===== config.mk =====
export PLATFORM = sky130hd
export DESIGN_NAME = keyword_token_lexer
export DESIGN_NICKNAME = d
export VERILOG_FILES = /design/src/sv/kwl_pkg.sv /design/src/sv/kwl_front.sv /design/src/sv/kwl_back.sv /design/src/sv/keyword_token_lexer.sv
export SDC_FILE = /design/constraint.sdc
export NUM_CORES = 2
export LEC_CHECK = 0
export BUFFER_PORTS_ARGS = -buffer_cell sky130_fd_sc_hd__buf_2
export CAP_MARGIN = 40
export CORE_MARGIN = 1
export CORE_UTILIZATION = 45
export CTS_BUF_LIST = sky130_fd_sc_hd__clkbuf_16
export DETAILED_ROUTE_END_ITERATION = 16
export GPL_ROUTABILITY_DRIVEN = 1
export PLACE_DENSITY_LB_ADDON = 0.2
export SLEW_MARGIN = 20
export SYNTH_ARGS = -nofsm -noshare
export SYNTH_HDL_FRONTEND = slang
export SYNTH_SLANG_ARGS = --single-unit

===== constraint.sdc =====
create_clock -name clock -period 17.37 [get_ports clock]
set_clock_uncertainty 0.2 [all_clocks]
set_input_delay 1.737 -clock clock [delete_from_list [all_inputs] [get_ports clock]]
set_output_delay 1.737 -clock clock [all_outputs]
set_load 0.01 [all_outputs]

===== src/sv/kwl_pkg.sv =====
`timescale 1ns / 1ps

package kwl_pkg;

   // field widths
   localparam int unsigned KIND_BITS        = 6;
   localparam int unsigned OP_BITS          = 4;
   localparam int unsigned NUM_BITS         = 31;
   localparam int unsigned TEXT_BITS        = 16;
   localparam int unsigned ERR_BITS         = 2;
   localparam int unsigned POS_BITS_DEFAULT = 16;

   // run queue between lexer and output side
   localparam int unsigned RUN_SLOTS  = 3;
   localparam int unsigned RUN_DEPTH  = 4;
   localparam int unsigned SLOT_BITS  = $clog2(RUN_SLOTS + 1);
   localparam int unsigned PTR_BITS   = $clog2(RUN_DEPTH);
   localparam int unsigned LEVEL_BITS = $clog2(RUN_DEPTH + 1);

   localparam logic [NUM_BITS-1:0] NUM_MAX = '1;

   // token kinds
   localparam logic [KIND_BITS-1:0] KIND_EOF      = 6'd0;
   localparam logic [KIND_BITS-1:0] KIND_IDENT    = 6'd1;
   localparam logic [KIND_BITS-1:0] KIND_NUMBER   = 6'd2;
   localparam logic [KIND_BITS-1:0] KIND_STRING   = 6'd3;
   localparam logic [KIND_BITS-1:0] KIND_OP       = 6'd4;
   localparam logic [KIND_BITS-1:0] KIND_ASSIGN   = 6'd5;
   localparam logic [KIND_BITS-1:0] KIND_LPAREN   = 6'd6;
   localparam logic [KIND_BITS-1:0] KIND_RPAREN   = 6'd7;
   localparam logic [KIND_BITS-1:0] KIND_LBRACE   = 6'd8;
   localparam logic [KIND_BITS-1:0] KIND_RBRACE   = 6'd9;
   localparam logic [KIND_BITS-1:0] KIND_LBRACKET = 6'd10;
   localparam logic [KIND_BITS-1:0] KIND_RBRACKET = 6'd11;
   localparam logic [KIND_BITS-1:0] KIND_COMMA    = 6'd12;
   localparam logic [KIND_BITS-1:0] KIND_COLON    = 6'd13;
   localparam logic [KIND_BITS-1:0] KIND_DOT      = 6'd14;
   localparam logic [KIND_BITS-1:0] KIND_DOTDOT   = 6'd15;
   localparam logic [KIND_BITS-1:0] KIND_KEYWORD0 = 6'd16;
   localparam logic [KIND_BITS-1:0] KIND_ERROR    = 6'd39;

   // operator codes
   localparam logic [OP_BITS-1:0] OP_ADD = 4'd0;
   localparam logic [OP_BITS-1:0] OP_SUB = 4'd1;
   localparam logic [OP_BITS-1:0] OP_MUL = 4'd2;
   localparam logic [OP_BITS-1:0] OP_DIV = 4'd3;
   localparam logic [OP_BITS-1:0] OP_EQ  = 4'd4;
   localparam logic [OP_BITS-1:0] OP_LT  = 4'd5;
   localparam logic [OP_BITS-1:0] OP_LE  = 4'd6;
   localparam logic [OP_BITS-1:0] OP_GT  = 4'd7;
   localparam logic [OP_BITS-1:0] OP_GE  = 4'd8;
   localparam logic [OP_BITS-1:0] OP_NONE = 4'd0;

   // error codes
   localparam logic [ERR_BITS-1:0] ERR_NONE     = 2'd0;
   localparam logic [ERR_BITS-1:0] ERR_CHAR     = 2'd1;
   localparam logic [ERR_BITS-1:0] ERR_OVERFLOW = 2'd2;

   // source characters with a meaning of their own
   localparam logic [7:0] CH_NUL       = 8'h00;
   localparam logic [7:0] CH_QUOTE     = 8'h22;
   localparam logic [7:0] CH_EQUAL     = 8'h3D;
   localparam logic [7:0] CH_LESS      = 8'h3C;
   localparam logic [7:0] CH_GREATER   = 8'h3E;
   localparam logic [7:0] CH_DOT       = 8'h2E;
   localparam logic [7:0] CH_PLUS      = 8'h2B;
   localparam logic [7:0] CH_MINUS     = 8'h2D;
   localparam logic [7:0] CH_STAR      = 8'h2A;
   localparam logic [7:0] CH_SLASH     = 8'h2F;
   localparam logic [7:0] CH_LPAREN    = 8'h28;
   localparam logic [7:0] CH_RPAREN    = 8'h29;
   localparam logic [7:0] CH_LBRACE    = 8'h7B;
   localparam logic [7:0] CH_RBRACE    = 8'h7D;
   localparam logic [7:0] CH_LBRACKET  = 8'h5B;
   localparam logic [7:0] CH_RBRACKET  = 8'h5D;
   localparam logic [7:0] CH_COMMA     = 8'h2C;
   localparam logic [7:0] CH_COLON     = 8'h3A;
   localparam logic [7:0] CH_UNDERLINE = 8'h5F;

   // keyword table, text right-justified in each entry
   localparam int unsigned KW_COUNT   = 23;
   localparam int unsigned KW_MAX_LEN = 9;

   localparam logic [8*KW_MAX_LEN-1:0] KW_TEXT [KW_COUNT] = '{
      "Let", "If", "Else", "End", "For", "While", "Func", "Return", "Match",
      "Case", "Print", "Input", "Class", "Module", "Import", "Macro", "Future",
      "Parallel", "Try", "Catch", "Assert", "Defer", "Interface"
   };

   localparam logic [3:0] KW_LEN [KW_COUNT] = '{
      4'd3, 4'd2, 4'd4, 4'd3, 4'd3, 4'd5, 4'd4, 4'd6, 4'd5,
      4'd4, 4'd5, 4'd5, 4'd5, 4'd6, 4'd6, 4'd5, 4'd6,
      4'd8, 4'd3, 4'd5, 4'd6, 4'd5, 4'd9
   };

   typedef enum logic [3:0] {
      LM_IDLE,
      LM_IDENT,
      LM_NUMBER,
      LM_STRING,
      LM_EQ,
      LM_LT,
      LM_GT,
      LM_DOT,
      LM_ERROR
   } lex_mode_type;

   typedef struct packed {
      logic [7:0] ch;
      logic       end_of_source;
   } req_type;

   typedef struct packed {
      logic [KIND_BITS-1:0] kind;
      logic [OP_BITS-1:0]   op_code;
      logic [NUM_BITS-1:0]  number_value;
      logic [TEXT_BITS-1:0] text_start;
      logic [TEXT_BITS-1:0] text_length;
      logic [ERR_BITS-1:0]  error_code;
      logic                 last_of_run;
   } rsp_type;

   // all results caused by one source byte
   typedef struct packed {
      logic [SLOT_BITS-1:0]          count;
      rsp_type [RUN_SLOTS-1:0]       tok;
   } run_type;

   function automatic logic [7:0] kw_char(int unsigned k, logic [3:0] i);
      logic [8*KW_MAX_LEN-1:0] text;
      logic [3:0]              len;
      text = KW_TEXT[k];
      len  = KW_LEN[k];
      if (i < len) begin
         return text[8*(len - 4'd1 - i) +: 8];
      end
      return CH_NUL;
   endfunction

   function automatic logic is_alpha(logic [7:0] c);
      return c inside {[8'h41:8'h5A], [8'h61:8'h7A]};
   endfunction

   function automatic logic is_digit(logic [7:0] c);
      return c inside {[8'h30:8'h39]};
   endfunction

   function automatic logic is_ident_char(logic [7:0] c);
      return is_alpha(c) || is_digit(c) || (c == CH_UNDERLINE);
   endfunction

   function automatic logic is_space(logic [7:0] c);
      return c inside {8'h20, [8'h09:8'h0D]};
   endfunction

endpackage


===== src/sv/kwl_front.sv =====
`timescale 1ns / 1ps

module kwl_front import kwl_pkg::*; #(
   parameter int unsigned POSITION_BITS = POS_BITS_DEFAULT
) (
   input  logic    clock,
   input  logic    reset,
   input  logic    accept,
   input  req_type req_data,
   output logic    run_write,
   output run_type run_data
);

   typedef logic [POSITION_BITS-1:0] pos_type;

   localparam pos_type POS_MAX = '1;

   typedef struct packed {
      lex_mode_type          mode;
      logic [KW_COUNT-1:0]   cand;
      logic [NUM_BITS-1:0]   accum;
      logic                  ovf;
      pos_type               start;
      pos_type               count;
   } lex_state_type;

   typedef struct packed {
      logic         valid;
      rsp_type      tok;
      lex_mode_type mode;
   } flush_type;

   localparam lex_state_type ST_RESET = '{
      mode: LM_IDLE, cand: '1, accum: '0, ovf: 1'b0, start: '0, count: '0
   };

   lex_state_type st_ff, st_in;
   pos_type       pos_ff, pos_in;

   function automatic rsp_type make_tok(logic [KIND_BITS-1:0] kind,
                                        logic [OP_BITS-1:0] op,
                                        logic [NUM_BITS-1:0] value,
                                        pos_type at, pos_type len,
                                        logic [ERR_BITS-1:0] err);
      rsp_type t;
      t.kind         = kind;
      t.op_code      = op;
      t.number_value = value;
      t.text_start   = TEXT_BITS'(at);
      t.text_length  = TEXT_BITS'(len);
      t.error_code   = err;
      t.last_of_run  = 1'b0;
      return t;
   endfunction

   function automatic pos_type count_up(pos_type n);
      return (n == POS_MAX) ? n : n + 1'b1;
   endfunction

   // narrow the keyword mask by one more character
   function automatic lex_state_type ident_add(lex_state_type s, logic [7:0] c);
      lex_state_type r;
      r = s;
      for (int unsigned k = 0; k < KW_COUNT; k++) begin
         if (s.count >= pos_type'(KW_MAX_LEN) || kw_char(k, s.count[3:0]) != c) begin
            r.cand[k] = 1'b0;
         end
      end
      r.count = count_up(s.count);
      return r;
   endfunction

   // accum * 10 + digit, as shifts and adds
   function automatic lex_state_type number_add(lex_state_type s, logic [7:0] c);
      lex_state_type         r;
      logic [NUM_BITS+3:0]   v;
      r = s;
      v = ({4'b0, s.accum} << 3) + ({4'b0, s.accum} << 1) + (NUM_BITS+4)'(c[3:0]);
      if (v > (NUM_BITS+4)'(NUM_MAX)) begin
         r.ovf = 1'b1;
      end else if (!s.ovf) begin
         r.accum = v[NUM_BITS-1:0];
      end
      r.count = count_up(s.count);
      return r;
   endfunction

   function automatic flush_type lex_flush(lex_state_type s);
      flush_type             f;
      logic [KIND_BITS-1:0]  kind;
      f.valid = 1'b0;
      f.tok   = '0;
      f.mode  = LM_IDLE;
      kind    = KIND_IDENT;
      for (int unsigned k = 0; k < KW_COUNT; k++) begin
         if (s.cand[k] && s.count == pos_type'(KW_LEN[k])) begin
            kind = KIND_KEYWORD0 + KIND_BITS'(k);
         end
      end
      case (s.mode)
         LM_IDENT: begin
            f.valid = 1'b1;
            f.tok   = make_tok(kind, OP_NONE, '0, s.start, s.count, ERR_NONE);
         end
         LM_NUMBER: begin
            f.valid = 1'b1;
            if (s.ovf) begin
               f.tok  = make_tok(KIND_ERROR, OP_NONE, '0, s.start, s.count, ERR_OVERFLOW);
               f.mode = LM_ERROR;
            end else begin
               f.tok = make_tok(KIND_NUMBER, OP_NONE, s.accum, s.start, s.count, ERR_NONE);
            end
         end
         LM_STRING: begin
            f.valid = 1'b1;
            f.tok   = make_tok(KIND_STRING, OP_NONE, '0, s.start, s.count, ERR_NONE);
         end
         LM_EQ: begin
            f.valid = 1'b1;
            f.tok   = make_tok(KIND_ASSIGN, OP_NONE, '0, s.start, pos_type'(1), ERR_NONE);
         end
         LM_LT: begin
            f.valid = 1'b1;
            f.tok   = make_tok(KIND_OP, OP_LT, '0, s.start, pos_type'(1), ERR_NONE);
         end
         LM_GT: begin
            f.valid = 1'b1;
            f.tok   = make_tok(KIND_OP, OP_GT, '0, s.start, pos_type'(1), ERR_NONE);
         end
         LM_DOT: begin
            f.valid = 1'b1;
            f.tok   = make_tok(KIND_DOT, OP_NONE, '0, s.start, pos_type'(1), ERR_NONE);
         end
         LM_ERROR: begin
            f.mode = LM_ERROR;
         end
         default: begin
            f.mode = LM_IDLE;
         end
      endcase
      return f;
   endfunction

   logic [7:0]    c;
   logic          last_byte;
   logic          used;
   logic          flush_now;
   lex_state_type s1, s2, s0;
   flush_type     f1, f3;
   logic [3:0]    cv;
   rsp_type [3:0] ct;
   logic [SLOT_BITS-1:0] n;
   run_type       run;

   always_comb begin
      c         = req_data.ch;
      last_byte = req_data.end_of_source || (c == CH_NUL);
      used      = 1'b0;
      flush_now = 1'b0;
      cv        = '0;
      ct        = '0;
      s1        = st_ff;
      f1        = lex_flush(st_ff);

      // continue or close the pending token
      case (st_ff.mode)
         LM_IDENT: begin
            if (is_ident_char(c)) begin
               s1   = ident_add(st_ff, c);
               used = 1'b1;
            end else begin
               flush_now = 1'b1;
            end
         end
         LM_NUMBER: begin
            if (is_digit(c)) begin
               s1   = number_add(st_ff, c);
               used = 1'b1;
            end else begin
               flush_now = 1'b1;
            end
         end
         LM_STRING: begin
            if (c == CH_QUOTE) begin
               flush_now = 1'b1;
               used      = 1'b1;
            end else if (c == CH_NUL) begin
               flush_now = 1'b1;
            end else begin
               s1.count = count_up(st_ff.count);
               used     = 1'b1;
            end
         end
         LM_EQ, LM_LT, LM_GT: begin
            if (c == CH_EQUAL) begin
               cv[0] = 1'b1;
               if (st_ff.mode == LM_EQ) begin
                  ct[0] = make_tok(KIND_OP, OP_EQ, '0, st_ff.start, pos_type'(2), ERR_NONE);
               end else if (st_ff.mode == LM_LT) begin
                  ct[0] = make_tok(KIND_OP, OP_LE, '0, st_ff.start, pos_type'(2), ERR_NONE);
               end else begin
                  ct[0] = make_tok(KIND_OP, OP_GE, '0, st_ff.start, pos_type'(2), ERR_NONE);
               end
               s1.mode = LM_IDLE;
               used    = 1'b1;
            end else begin
               flush_now = 1'b1;
            end
         end
         LM_DOT: begin
            if (c == CH_DOT) begin
               cv[0]   = 1'b1;
               ct[0]   = make_tok(KIND_DOTDOT, OP_NONE, '0, st_ff.start, pos_type'(2),
                                  ERR_NONE);
               s1.mode = LM_IDLE;
               used    = 1'b1;
            end else begin
               flush_now = 1'b1;
            end
         end
         LM_ERROR: begin
            used = 1'b1;
         end
         default: begin
            s1.mode = LM_IDLE;
         end
      endcase
      if (flush_now) begin
         cv[0]   = f1.valid;
         ct[0]   = f1.tok;
         s1.mode = f1.mode;
      end

      // classify the byte when nothing is pending
      s2       = s1;
      s0       = s1;
      s0.cand  = '1;
      s0.accum = '0;
      s0.ovf   = 1'b0;
      s0.start = pos_ff;
      s0.count = '0;
      if (!used && s1.mode == LM_IDLE && c != CH_NUL && !is_space(c)) begin
         if (is_alpha(c) || c == CH_UNDERLINE) begin
            s2      = ident_add(s0, c);
            s2.mode = LM_IDENT;
         end else if (is_digit(c)) begin
            s2      = number_add(s0, c);
            s2.mode = LM_NUMBER;
         end else begin
            case (c)
               CH_QUOTE: begin
                  s2       = s0;
                  s2.start = pos_ff + 1'b1;
                  s2.mode  = LM_STRING;
               end
               CH_EQUAL, CH_LESS, CH_GREATER, CH_DOT: begin
                  s2       = s0;
                  s2.count = pos_type'(1);
                  if (c == CH_EQUAL) begin
                     s2.mode = LM_EQ;
                  end else if (c == CH_LESS) begin
                     s2.mode = LM_LT;
                  end else if (c == CH_GREATER) begin
                     s2.mode = LM_GT;
                  end else begin
                     s2.mode = LM_DOT;
                  end
               end
               CH_PLUS: begin
                  cv[1] = 1'b1;
                  ct[1] = make_tok(KIND_OP, OP_ADD, '0, pos_ff, pos_type'(1), ERR_NONE);
               end
               CH_MINUS: begin
                  cv[1] = 1'b1;
                  ct[1] = make_tok(KIND_OP, OP_SUB, '0, pos_ff, pos_type'(1), ERR_NONE);
               end
               CH_STAR: begin
                  cv[1] = 1'b1;
                  ct[1] = make_tok(KIND_OP, OP_MUL, '0, pos_ff, pos_type'(1), ERR_NONE);
               end
               CH_SLASH: begin
                  cv[1] = 1'b1;
                  ct[1] = make_tok(KIND_OP, OP_DIV, '0, pos_ff, pos_type'(1), ERR_NONE);
               end
               CH_LPAREN: begin
                  cv[1] = 1'b1;
                  ct[1] = make_tok(KIND_LPAREN, OP_NONE, '0, pos_ff, pos_type'(1), ERR_NONE);
               end
               CH_RPAREN: begin
                  cv[1] = 1'b1;
                  ct[1] = make_tok(KIND_RPAREN, OP_NONE, '0, pos_ff, pos_type'(1), ERR_NONE);
               end
               CH_LBRACE: begin
                  cv[1] = 1'b1;
                  ct[1] = make_tok(KIND_LBRACE, OP_NONE, '0, pos_ff, pos_type'(1), ERR_NONE);
               end
               CH_RBRACE: begin
                  cv[1] = 1'b1;
                  ct[1] = make_tok(KIND_RBRACE, OP_NONE, '0, pos_ff, pos_type'(1), ERR_NONE);
               end
               CH_LBRACKET: begin
                  cv[1] = 1'b1;
                  ct[1] = make_tok(KIND_LBRACKET, OP_NONE, '0, pos_ff, pos_type'(1),
                                   ERR_NONE);
               end
               CH_RBRACKET: begin
                  cv[1] = 1'b1;
                  ct[1] = make_tok(KIND_RBRACKET, OP_NONE, '0, pos_ff, pos_type'(1),
                                   ERR_NONE);
               end
               CH_COMMA: begin
                  cv[1] = 1'b1;
                  ct[1] = make_tok(KIND_COMMA, OP_NONE, '0, pos_ff, pos_type'(1), ERR_NONE);
               end
               CH_COLON: begin
                  cv[1] = 1'b1;
                  ct[1] = make_tok(KIND_COLON, OP_NONE, '0, pos_ff, pos_type'(1), ERR_NONE);
               end
               default: begin
                  cv[1]   = 1'b1;
                  ct[1]   = make_tok(KIND_ERROR, OP_NONE, '0, pos_ff, pos_type'(1), ERR_CHAR);
                  s2.mode = LM_ERROR;
               end
            endcase
         end
      end

      // end of source: close what is pending, then eof, then back to reset state
      f3 = lex_flush(s2);
      if (last_byte) begin
         cv[2]  = f3.valid;
         ct[2]  = f3.tok;
         cv[3]  = 1'b1;
         ct[3]  = make_tok(KIND_EOF, OP_NONE, '0, pos_ff, '0, ERR_NONE);
         st_in  = ST_RESET;
         pos_in = '0;
      end else begin
         st_in  = s2;
         pos_in = pos_ff + 1'b1;
      end
      if (!accept) begin
         st_in  = st_ff;
         pos_in = pos_ff;
      end

      // pack the results of this byte in order
      run = '0;
      n   = '0;
      for (int unsigned i = 0; i < 4; i++) begin
         if (cv[i] && n < SLOT_BITS'(RUN_SLOTS)) begin
            run.tok[n[1:0]] = ct[i];
            n               = n + 1'b1;
         end
      end
      run.count = n;
   end

   assign run_write = accept && (n != '0);
   assign run_data  = run;

   always_ff @(posedge clock) begin
      if (reset) begin
         st_ff  <= ST_RESET;
         pos_ff <= '0;
      end else begin
         st_ff  <= st_in;
         pos_ff <= pos_in;
      end
   end

   a_end_resets: assert property (@(posedge clock) disable iff (reset)
      accept && last_byte |=> st_ff.mode == LM_IDLE && pos_ff == '0)
      else $error("lexer state not cleared after end of source");

   a_error_sticks: assert property (@(posedge clock) disable iff (reset)
      st_ff.mode == LM_ERROR && !(accept && last_byte) |=> st_ff.mode == LM_ERROR)
      else $error("error mode left before end of source");

   a_pos_holds: assert property (@(posedge clock) disable iff (reset)
      !accept |=> $stable(pos_ff) && $stable(st_ff))
      else $error("lexer state moved without a transfer");

   a_end_gives_run: assert property (@(posedge clock) disable iff (reset)
      accept && last_byte |-> run_write)
      else $error("end of source gave no eof result");

endmodule


===== src/sv/kwl_back.sv =====
`timescale 1ns / 1ps

module kwl_back import kwl_pkg::*; (
   input  logic    clock,
   input  logic    reset,
   input  logic    run_write,
   input  run_type run_data,
   output logic    full,
   output logic    empty,
   input  logic    pop,
   output rsp_type rsp_data
);

   run_type                 mem_ff [RUN_DEPTH];
   logic [PTR_BITS-1:0]     wr_ptr_ff, wr_ptr_in;
   logic [PTR_BITS-1:0]     rd_ptr_ff, rd_ptr_in;
   logic [LEVEL_BITS-1:0]   level_ff, level_in;
   logic [1:0]              idx_ff, idx_in;

   run_type head;
   logic    is_last;
   logic    pop_fire;
   logic    run_done;

   assign head     = mem_ff[rd_ptr_ff];
   assign is_last  = (idx_ff == head.count[1:0] - 2'd1);
   assign empty    = (level_ff == '0);
   assign full     = (level_ff == LEVEL_BITS'(RUN_DEPTH));
   assign pop_fire = pop && !empty;
   assign run_done = pop_fire && is_last;

   always_comb begin
      rsp_data             = head.tok[idx_ff];
      rsp_data.last_of_run = is_last;
   end

   always_comb begin
      wr_ptr_in = wr_ptr_ff;
      rd_ptr_in = rd_ptr_ff;
      idx_in    = idx_ff;
      level_in  = level_ff;
      if (run_write) begin
         wr_ptr_in = (wr_ptr_ff == PTR_BITS'(RUN_DEPTH - 1)) ? '0 : wr_ptr_ff + 1'b1;
      end
      if (run_done) begin
         rd_ptr_in = (rd_ptr_ff == PTR_BITS'(RUN_DEPTH - 1)) ? '0 : rd_ptr_ff + 1'b1;
         idx_in    = '0;
      end else if (pop_fire) begin
         idx_in = idx_ff + 1'b1;
      end
      case ({run_write, run_done})
         2'b10:   level_in = level_ff + 1'b1;
         2'b01:   level_in = level_ff - 1'b1;
         default: level_in = level_ff;
      endcase
   end

   always_ff @(posedge clock) begin
      if (run_write) begin
         mem_ff[wr_ptr_ff] <= run_data;
      end
   end

   always_ff @(posedge clock) begin
      if (reset) begin
         wr_ptr_ff <= '0;
         rd_ptr_ff <= '0;
         level_ff  <= '0;
         idx_ff    <= '0;
      end else begin
         wr_ptr_ff <= wr_ptr_in;
         rd_ptr_ff <= rd_ptr_in;
         level_ff  <= level_in;
         idx_ff    <= idx_in;
      end
   end

   a_no_overrun: assert property (@(posedge clock) disable iff (reset)
      run_write |-> !full)
      else $error("run written into a full queue");

   a_level_bound: assert property (@(posedge clock) disable iff (reset)
      level_ff <= LEVEL_BITS'(RUN_DEPTH))
      else $error("queue level beyond depth");

   a_idx_in_run: assert property (@(posedge clock) disable iff (reset)
      !empty |-> idx_ff < head.count[1:0] && head.count != '0)
      else $error("result index outside the head run");

   a_write_shows: assert property (@(posedge clock) disable iff (reset)
      run_write && empty |=> !empty)
      else $error("written run not visible next cycle");

endmodule


===== src/sv/keyword_token_lexer.sv =====
// a transferred byte's results are registered in the run queue, from whose head rsp_data is read
// throughput: one source byte per cycle while full is low; the output side moves one
//   result per cycle while pop is high, so a run of k results (up to three) takes k pops
// a four-entry run queue between the lexer and the output side absorbs stalls on either side
// reset: synchronous, active high; clears lexer state, byte offset and the run queue
`timescale 1ns / 1ps

module keyword_token_lexer import kwl_pkg::*; #(
   parameter int unsigned POSITION_BITS = POS_BITS_DEFAULT
) (
   input  logic    clock,
   input  logic    reset,
   // source bytes
   input  logic    push,
   output logic    full,
   input  req_type req_data,
   // tokens
   output logic    empty,
   input  logic    pop,
   output rsp_type rsp_data
);

   // byte transfer
   logic    accept;
   // one entry per byte that produced tokens
   logic    run_write;
   run_type run_data;

   assign accept = push && !full;

   // lexer: classifies each byte, tracks the pending token, builds the run of results
   kwl_front #(
      .POSITION_BITS(POSITION_BITS)
   ) u_front (
      .clock     (clock),
      .reset     (reset),
      .accept    (accept),
      .req_data  (req_data),
      .run_write (run_write),
      .run_data  (run_data)
   );

   // output side: queues runs and hands out one token per transfer
   kwl_back u_back (
      .clock     (clock),
      .reset     (reset),
      .run_write (run_write),
      .run_data  (run_data),
      .full      (full),
      .empty     (empty),
      .pop       (pop),
      .rsp_data  (rsp_data)
   );

endmodule

---- After elaboration in Yosys (flattened, before gate mapping) ----
Memory sizes are Yosys's and may differ from the RTL's. A register that Yosys moved wholly into a read port is not among the register bits.
Index checks and enable logic that the tools add are counted.
cells by class
  $add $sub $neg .......................... 20
  magnitude comparators ................... 28
  eq/ne operators ......................... 90
  shifts and indexed selects .............. 23
  multiplexer cells ....................... 322
  reduce and logical (&&, ||, !) cells .... 108
operator list
  cell                      count
  $shiftx 72x33->8 const A  23
  $pmux 77 s7               2
  $pmux 76 s13              1
  $mux 8                    116
  $mux 76                   12
  $bwmux 228                3
  $mux 228                  3
  $demux 76 s2              3
  $mux 91                   4
  $ne 8x8->1                35
  $mux 6                    29
  $pmux 87 s2               1
  $bmux 76 s2               1
  $pmux 76 s2               1
  $pmux 71 s2               1
  $mux 70                   2
  $eq 8x6->1 const B        14
  $mux 111                  1
  $eq 16x3->1 const B       6
  $mux 87                   1
  $mux 5                    17
  $mux 7                    12
  $mux 1                    81
  $mux 74                   1
  other kinds (68)          221
word-level totals
  bits in registers ....................... 116
  RAM bits ................................ 920
  input bits .............................. 13
  output and inout port bits .............. 78
  logic and storage cells ................. 603
  memories kept ........................... 1
memories
  memory         depth  width  rd ports  clocked after memory_dff  wr ports  line            RTL
  u_back.mem_ff  4      230    1         1                         1         kwl_back.sv:14  run_type mem_ff [RUN_DEPTH];

---- Longest topological paths before layout ----
  depth after elaboration ................. 56
  mapped depth ............................ 24
  mapped depth without buffers ............ 20

---- Modules after synthesis ----
A second synthesis with hierarchy kept.
second synthesis, totals
  cell total of the unflattened synthesis .. 3989
  area, all modules ....................... 51064.0 µm²
by module, submodules not included
  module               times used  cells each  area an instance (µm²)  seq. area each (µm²)
  kwl_back             1           1508        34828.4                 27486.4
  kwl_front            1           2480        16221.8                 2142.1
  keyword_token_lexer  1           1           13.8                    0.0

---- Worst setup path before layout ----
No wires, ideal clock.
  kind .................................... in2reg
  start ................................... input req_data[3] (netlist name)
  end ..................................... memory u_back.mem_ff[0][100] (netlist name) (enable)
  setup time .............................. 0.811 ns
  arrival ................................. 14.581 ns
  data required time ...................... 16.359 ns
  slack ................................... 1.777 ns
  cell stages on the path ................. 16
  buffers on the path ..................... 2
  cell sequence ........................... buf_4 > or4_1 > o21ai_1 > nor2_1 > a2111oi_4 > nand2_1 > nor2_1 > ha_1 > a21boi_1 > and2_1 > buf_4 > nor2_1 > ha_1 > nor2_1 > o31ai_4 > nor2_1
between the ends
  word-level cells in the longest chain between the ends .. 25
  elaborated cells on any way between the ends .. 105
  classes of those cells .................. 3 x add/sub; 11 x order compare; 26 x eq/ne; 39 x mux; 26 x reduce/logical
ends and longest elaborated chain
  item                                                 line                       RTL
  start, declared                                      keyword_token_lexer.sv:16  input req_type req_data,
  branches (longest 20 deep; another with $ge 8x7->1)  -
  $mux 2 *                                             kwl_front.sv:350           if (cv[i] && n < SLOT_BITS'(RUN_SLOTS)) begin
  $reduce_bool 2->1 *                                  kwl_front.sv:358           assign run_write = accept && (n != '0);
  $logic_and 1x1->1 *                                  kwl_front.sv:358
  $mux 1 *                                             kwl_back.sv:59             if (run_write) begin
  $mux 1 (implied by the code) *                       kwl_back.sv:60             mem_ff[wr_ptr_ff] <= run_data;
  end, declared                                        kwl_back.sv:14
Every way passes the cells marked *.

---- Worst setup path in the final report ----
  start ................................... input req_data[2] (netlist name)
  end ..................................... memory u_back.mem_ff[3][104] (netlist name) (enable)
The elaborated chain is that of the path after synthesis.

==> flow_summary.toml <==
[clocking]
post_cts_resized = 0
cts_setup_buffers = 0
cts_sinks = 1010
cts_made_buffers = 101
cts_root_buf = "clkbuf_16"
clk_pin_slew_ps = 60
clk_latency_ps = 700
htree_num_levels = 3
cts_tree = "yes"
clk_path_buf_depth = 3
ctsHoldBuffers = 0

[route]
post_drt_wl_per_cell_um = 25.21
drt_drc_violations_left = 0
dr.first_iter.drc_count = 3749
ant_nets = 0
via_per_inst = 6.182
wl_um = 138300
drt_first_pass_iters = 6
dr_total_vias = 33910

[synthesis]
synth.area.top_cells = "edfxtp_1 (54%), mux4_2 (10%), dfxtp_1 (4.7%)"
synth_cell_type_count = 106
synth.area.mux_share_pct = 12.08
synth_area_um2 = 49890
synth_area_leader_cell = "edfxtp_1"
synth_nets = 4025
synth_top_family_by_area = "multiplexers"
ys_ff_latch = 1010
synthSimpleGateAreaFrac_pct = 11.42
seq_area_frac_synth_pct = 58.42
synth_compound_area_share_pct = 11.60
synth-edff-count = 892
ys_warn_count = 0
netlist_instances = 3917
synthAdderAreaFrac_pct = 2.428
synth_top_area_share_pct = 53.69
synth_xor_area_share_pct = 1.332
async_reset_ff_share_pct = 0
ys.flop_type = "edfxtp_1"
synth_area_per_cell_um2 = 12.74
yosys-top-cells-count = "edfxtp_1 (892), nor2_1 (388), nand2_1 (283), o21ai_0 (277), mux4_2 (223)"
synth.most_common_cell = "edfxtp_1"

[global_route]
overflow = 0
grt_pass1_wl_um = 209500
grt_max_degree = 133
track_usage_pct = 24.48
grt_pass1_vias = 33010
antenna_found_initial = 3

[sta]
final_hold_viol_count = 0
setup_viol = 0
fin_crit_sh_pct = 47.82
tightest_slew_ps = 1044
rsz0062_at_grt = "no"
period_needed_ps = 8306
slew_headroom_pct = 30.40
final.setup.tns_ps = 0
slew_viol_final = 0
max_clock_freq_ghz = 0.1204

[die]
die_area_um2 = 112200
ios = 91
coreArea_um2 = 109500
die_w_um = 335.0
die_y_um = 335.0
rows = 121
start_util_pct = 45.58

[critical_path]
worst-r2r-setup-slack_ps = 10200
end_kind = "flip-flop"
worstPathMaxFanout = 132
crit_type = "in2reg"
crit_arrival_ps = 8400
start_kind = "input port"
cp_data_required_time_ps = 17460

[layout]
instances_no_fill = 5485
multiInputGateArea_um2 = 19480
area.sequential_um2 = 29160
nFillCells = 9405
fin_area_um2 = 55340
drive_above_1_share_pct = 16.39
nNetsFinal = 4030
area.growth.synth_to_final_pct = 10.93

[run_status]
status = "complete, no violations"

[place]
place.detailed.hpwl_um = 89400
gp_congestion = 0.9525
place_area_um2 = 52080
portBuffers = 90
dp.cells = 5285

[power]
p_per_area_nw_per_um2 = 102.0
p_leak_nw = 18.30
finalPower_mw = 5.643
vdd_drop_max_mv = 0.07472

[hold_path]
worstHoldPathType = "reg2reg"

[job]
drv_cap = 0
[layout by cell type (no fill, tap or decap), types with 21 or more instances in the layout]
master     Yosys  layout
edfxtp_1     892     892
nor2_1       388     382
nand2_1      283     281
o21ai_0      277     276
mux4_2       223     223
a21oi_1      181     181
dfxtp_1      118     113
clkbuf_16      0     103
mux2i_1       97      97
buf_2         14      94
ha_1          92      92
nor3_1        82      82
nand3_1       81      80
buf_4          6      72
inv_1         51      70
a22oi_1       59      59
xnor2_1       56      56
nand2b_1      48      47
a31oi_1       43      43
and3_1        42      42
or2_2         37      37
clkinv_1       2      31
o22ai_1       28      28
and2_1        27      27
nor2b_1       29      27
nand4_1       27      27
nor4_1        25      25
o211ai_1      25      25
a21o_1        24      24
a211oi_1      24      24
clkinv_2       0      23
o21a_1        21      21
[per-layer routing]
metal	vias to the layer above	share of wire [%]	track usage, %	routed length (um)
li1	15240	-	-	-
met1	17110	44	35.72	61460
met2	1322	46	38.28	63990
met3	229	6.8	3.313	9426
met4	2	2.5	7.034	3414
met5	-	0.0072	0	10
[final cells by class]
class,instances,area share (%)
tap,1476,3.337
clock inverter,86,0.9495
inverter,54,0.3662
sequential,1010,52.70
antenna,1,0.004522
timing repair buffer,194,2.792
clock buffer,103,4.657
multi-input combinational,2561,35.20
[state kept, by name (all words and copies together) (netlist names), named ones only]
name,count
u_back.idx_ff,2
u_front.st_ff,91
u_back.mem_ff,892
u_front.pos_ff,16
u_back.level_ff,3
u_back.wr_ptr_ff,2
u_back.rd_ptr_ff,2
[cell families (layout without fill, tap and decap cells)]
group	count (synthesis)	count (layout)
other cells	0	1
buf+inv	346	437
flops	1010	1010
mux	323	323
fa+ha+maj	95	95
compound gates	896	896
xor+xnor	75	75
simple gates	1172	1172
[worst max-delay path, cell delays in order]
cell,delay (ps)
buf_2,100
buf_4,300
or4_1,630
o21ai_1,310
nor2_1,230
a2111oi_4,570
nand2_1,380
nor2_1,380
ha_1,340
a21boi_1,340
and2_1,200
nor2_1,110
ha_1,210
nor2_1,510
o31ai_4,270
nor2_4,150
buf_4,650
buf_12,530
[final timing paths]
kind                                                       start  depth (start not counted)                              end
worst max-delay path                                 req_data[2]                         18  u_back.mem_ff[3][104]$_DFFE_PP_
worst min-delay path            u_back.rd_ptr_ff[1]$_SDFFE_PP0P_                          2                        flip-flop
worst max register to register    u_front.st_ff[88]$_SDFFE_PP0P_                         17  u_back.mem_ff[3][104]$_DFFE_PP_
worst min register to register  u_back.rd_ptr_ff[1]$_SDFFE_PP0P_                          2                        flip-flop
[stage by stage]
step,setup slack (ps),util (%),hold WS [ps]
6_report,9064,50.56,281.1
3_5_place_dp,8462,47.58,265.3
5_1_grt,8687,50.56,316.8
3_3_place_gp,8457,47.25,262.3
4_1_cts,9194,50.42,275.9
2_1_floorplan,1777,-,254.1
[where the power goes]
group          leakage [nW]  internal (mW)  switching, mW
clock                  1.61           1.13          0.916
sequential             9.48           2.77         0.0425
combinational          7.20          0.303          0.477
total                  18.3           4.21           1.43
(Power assumes the default switching activity.)
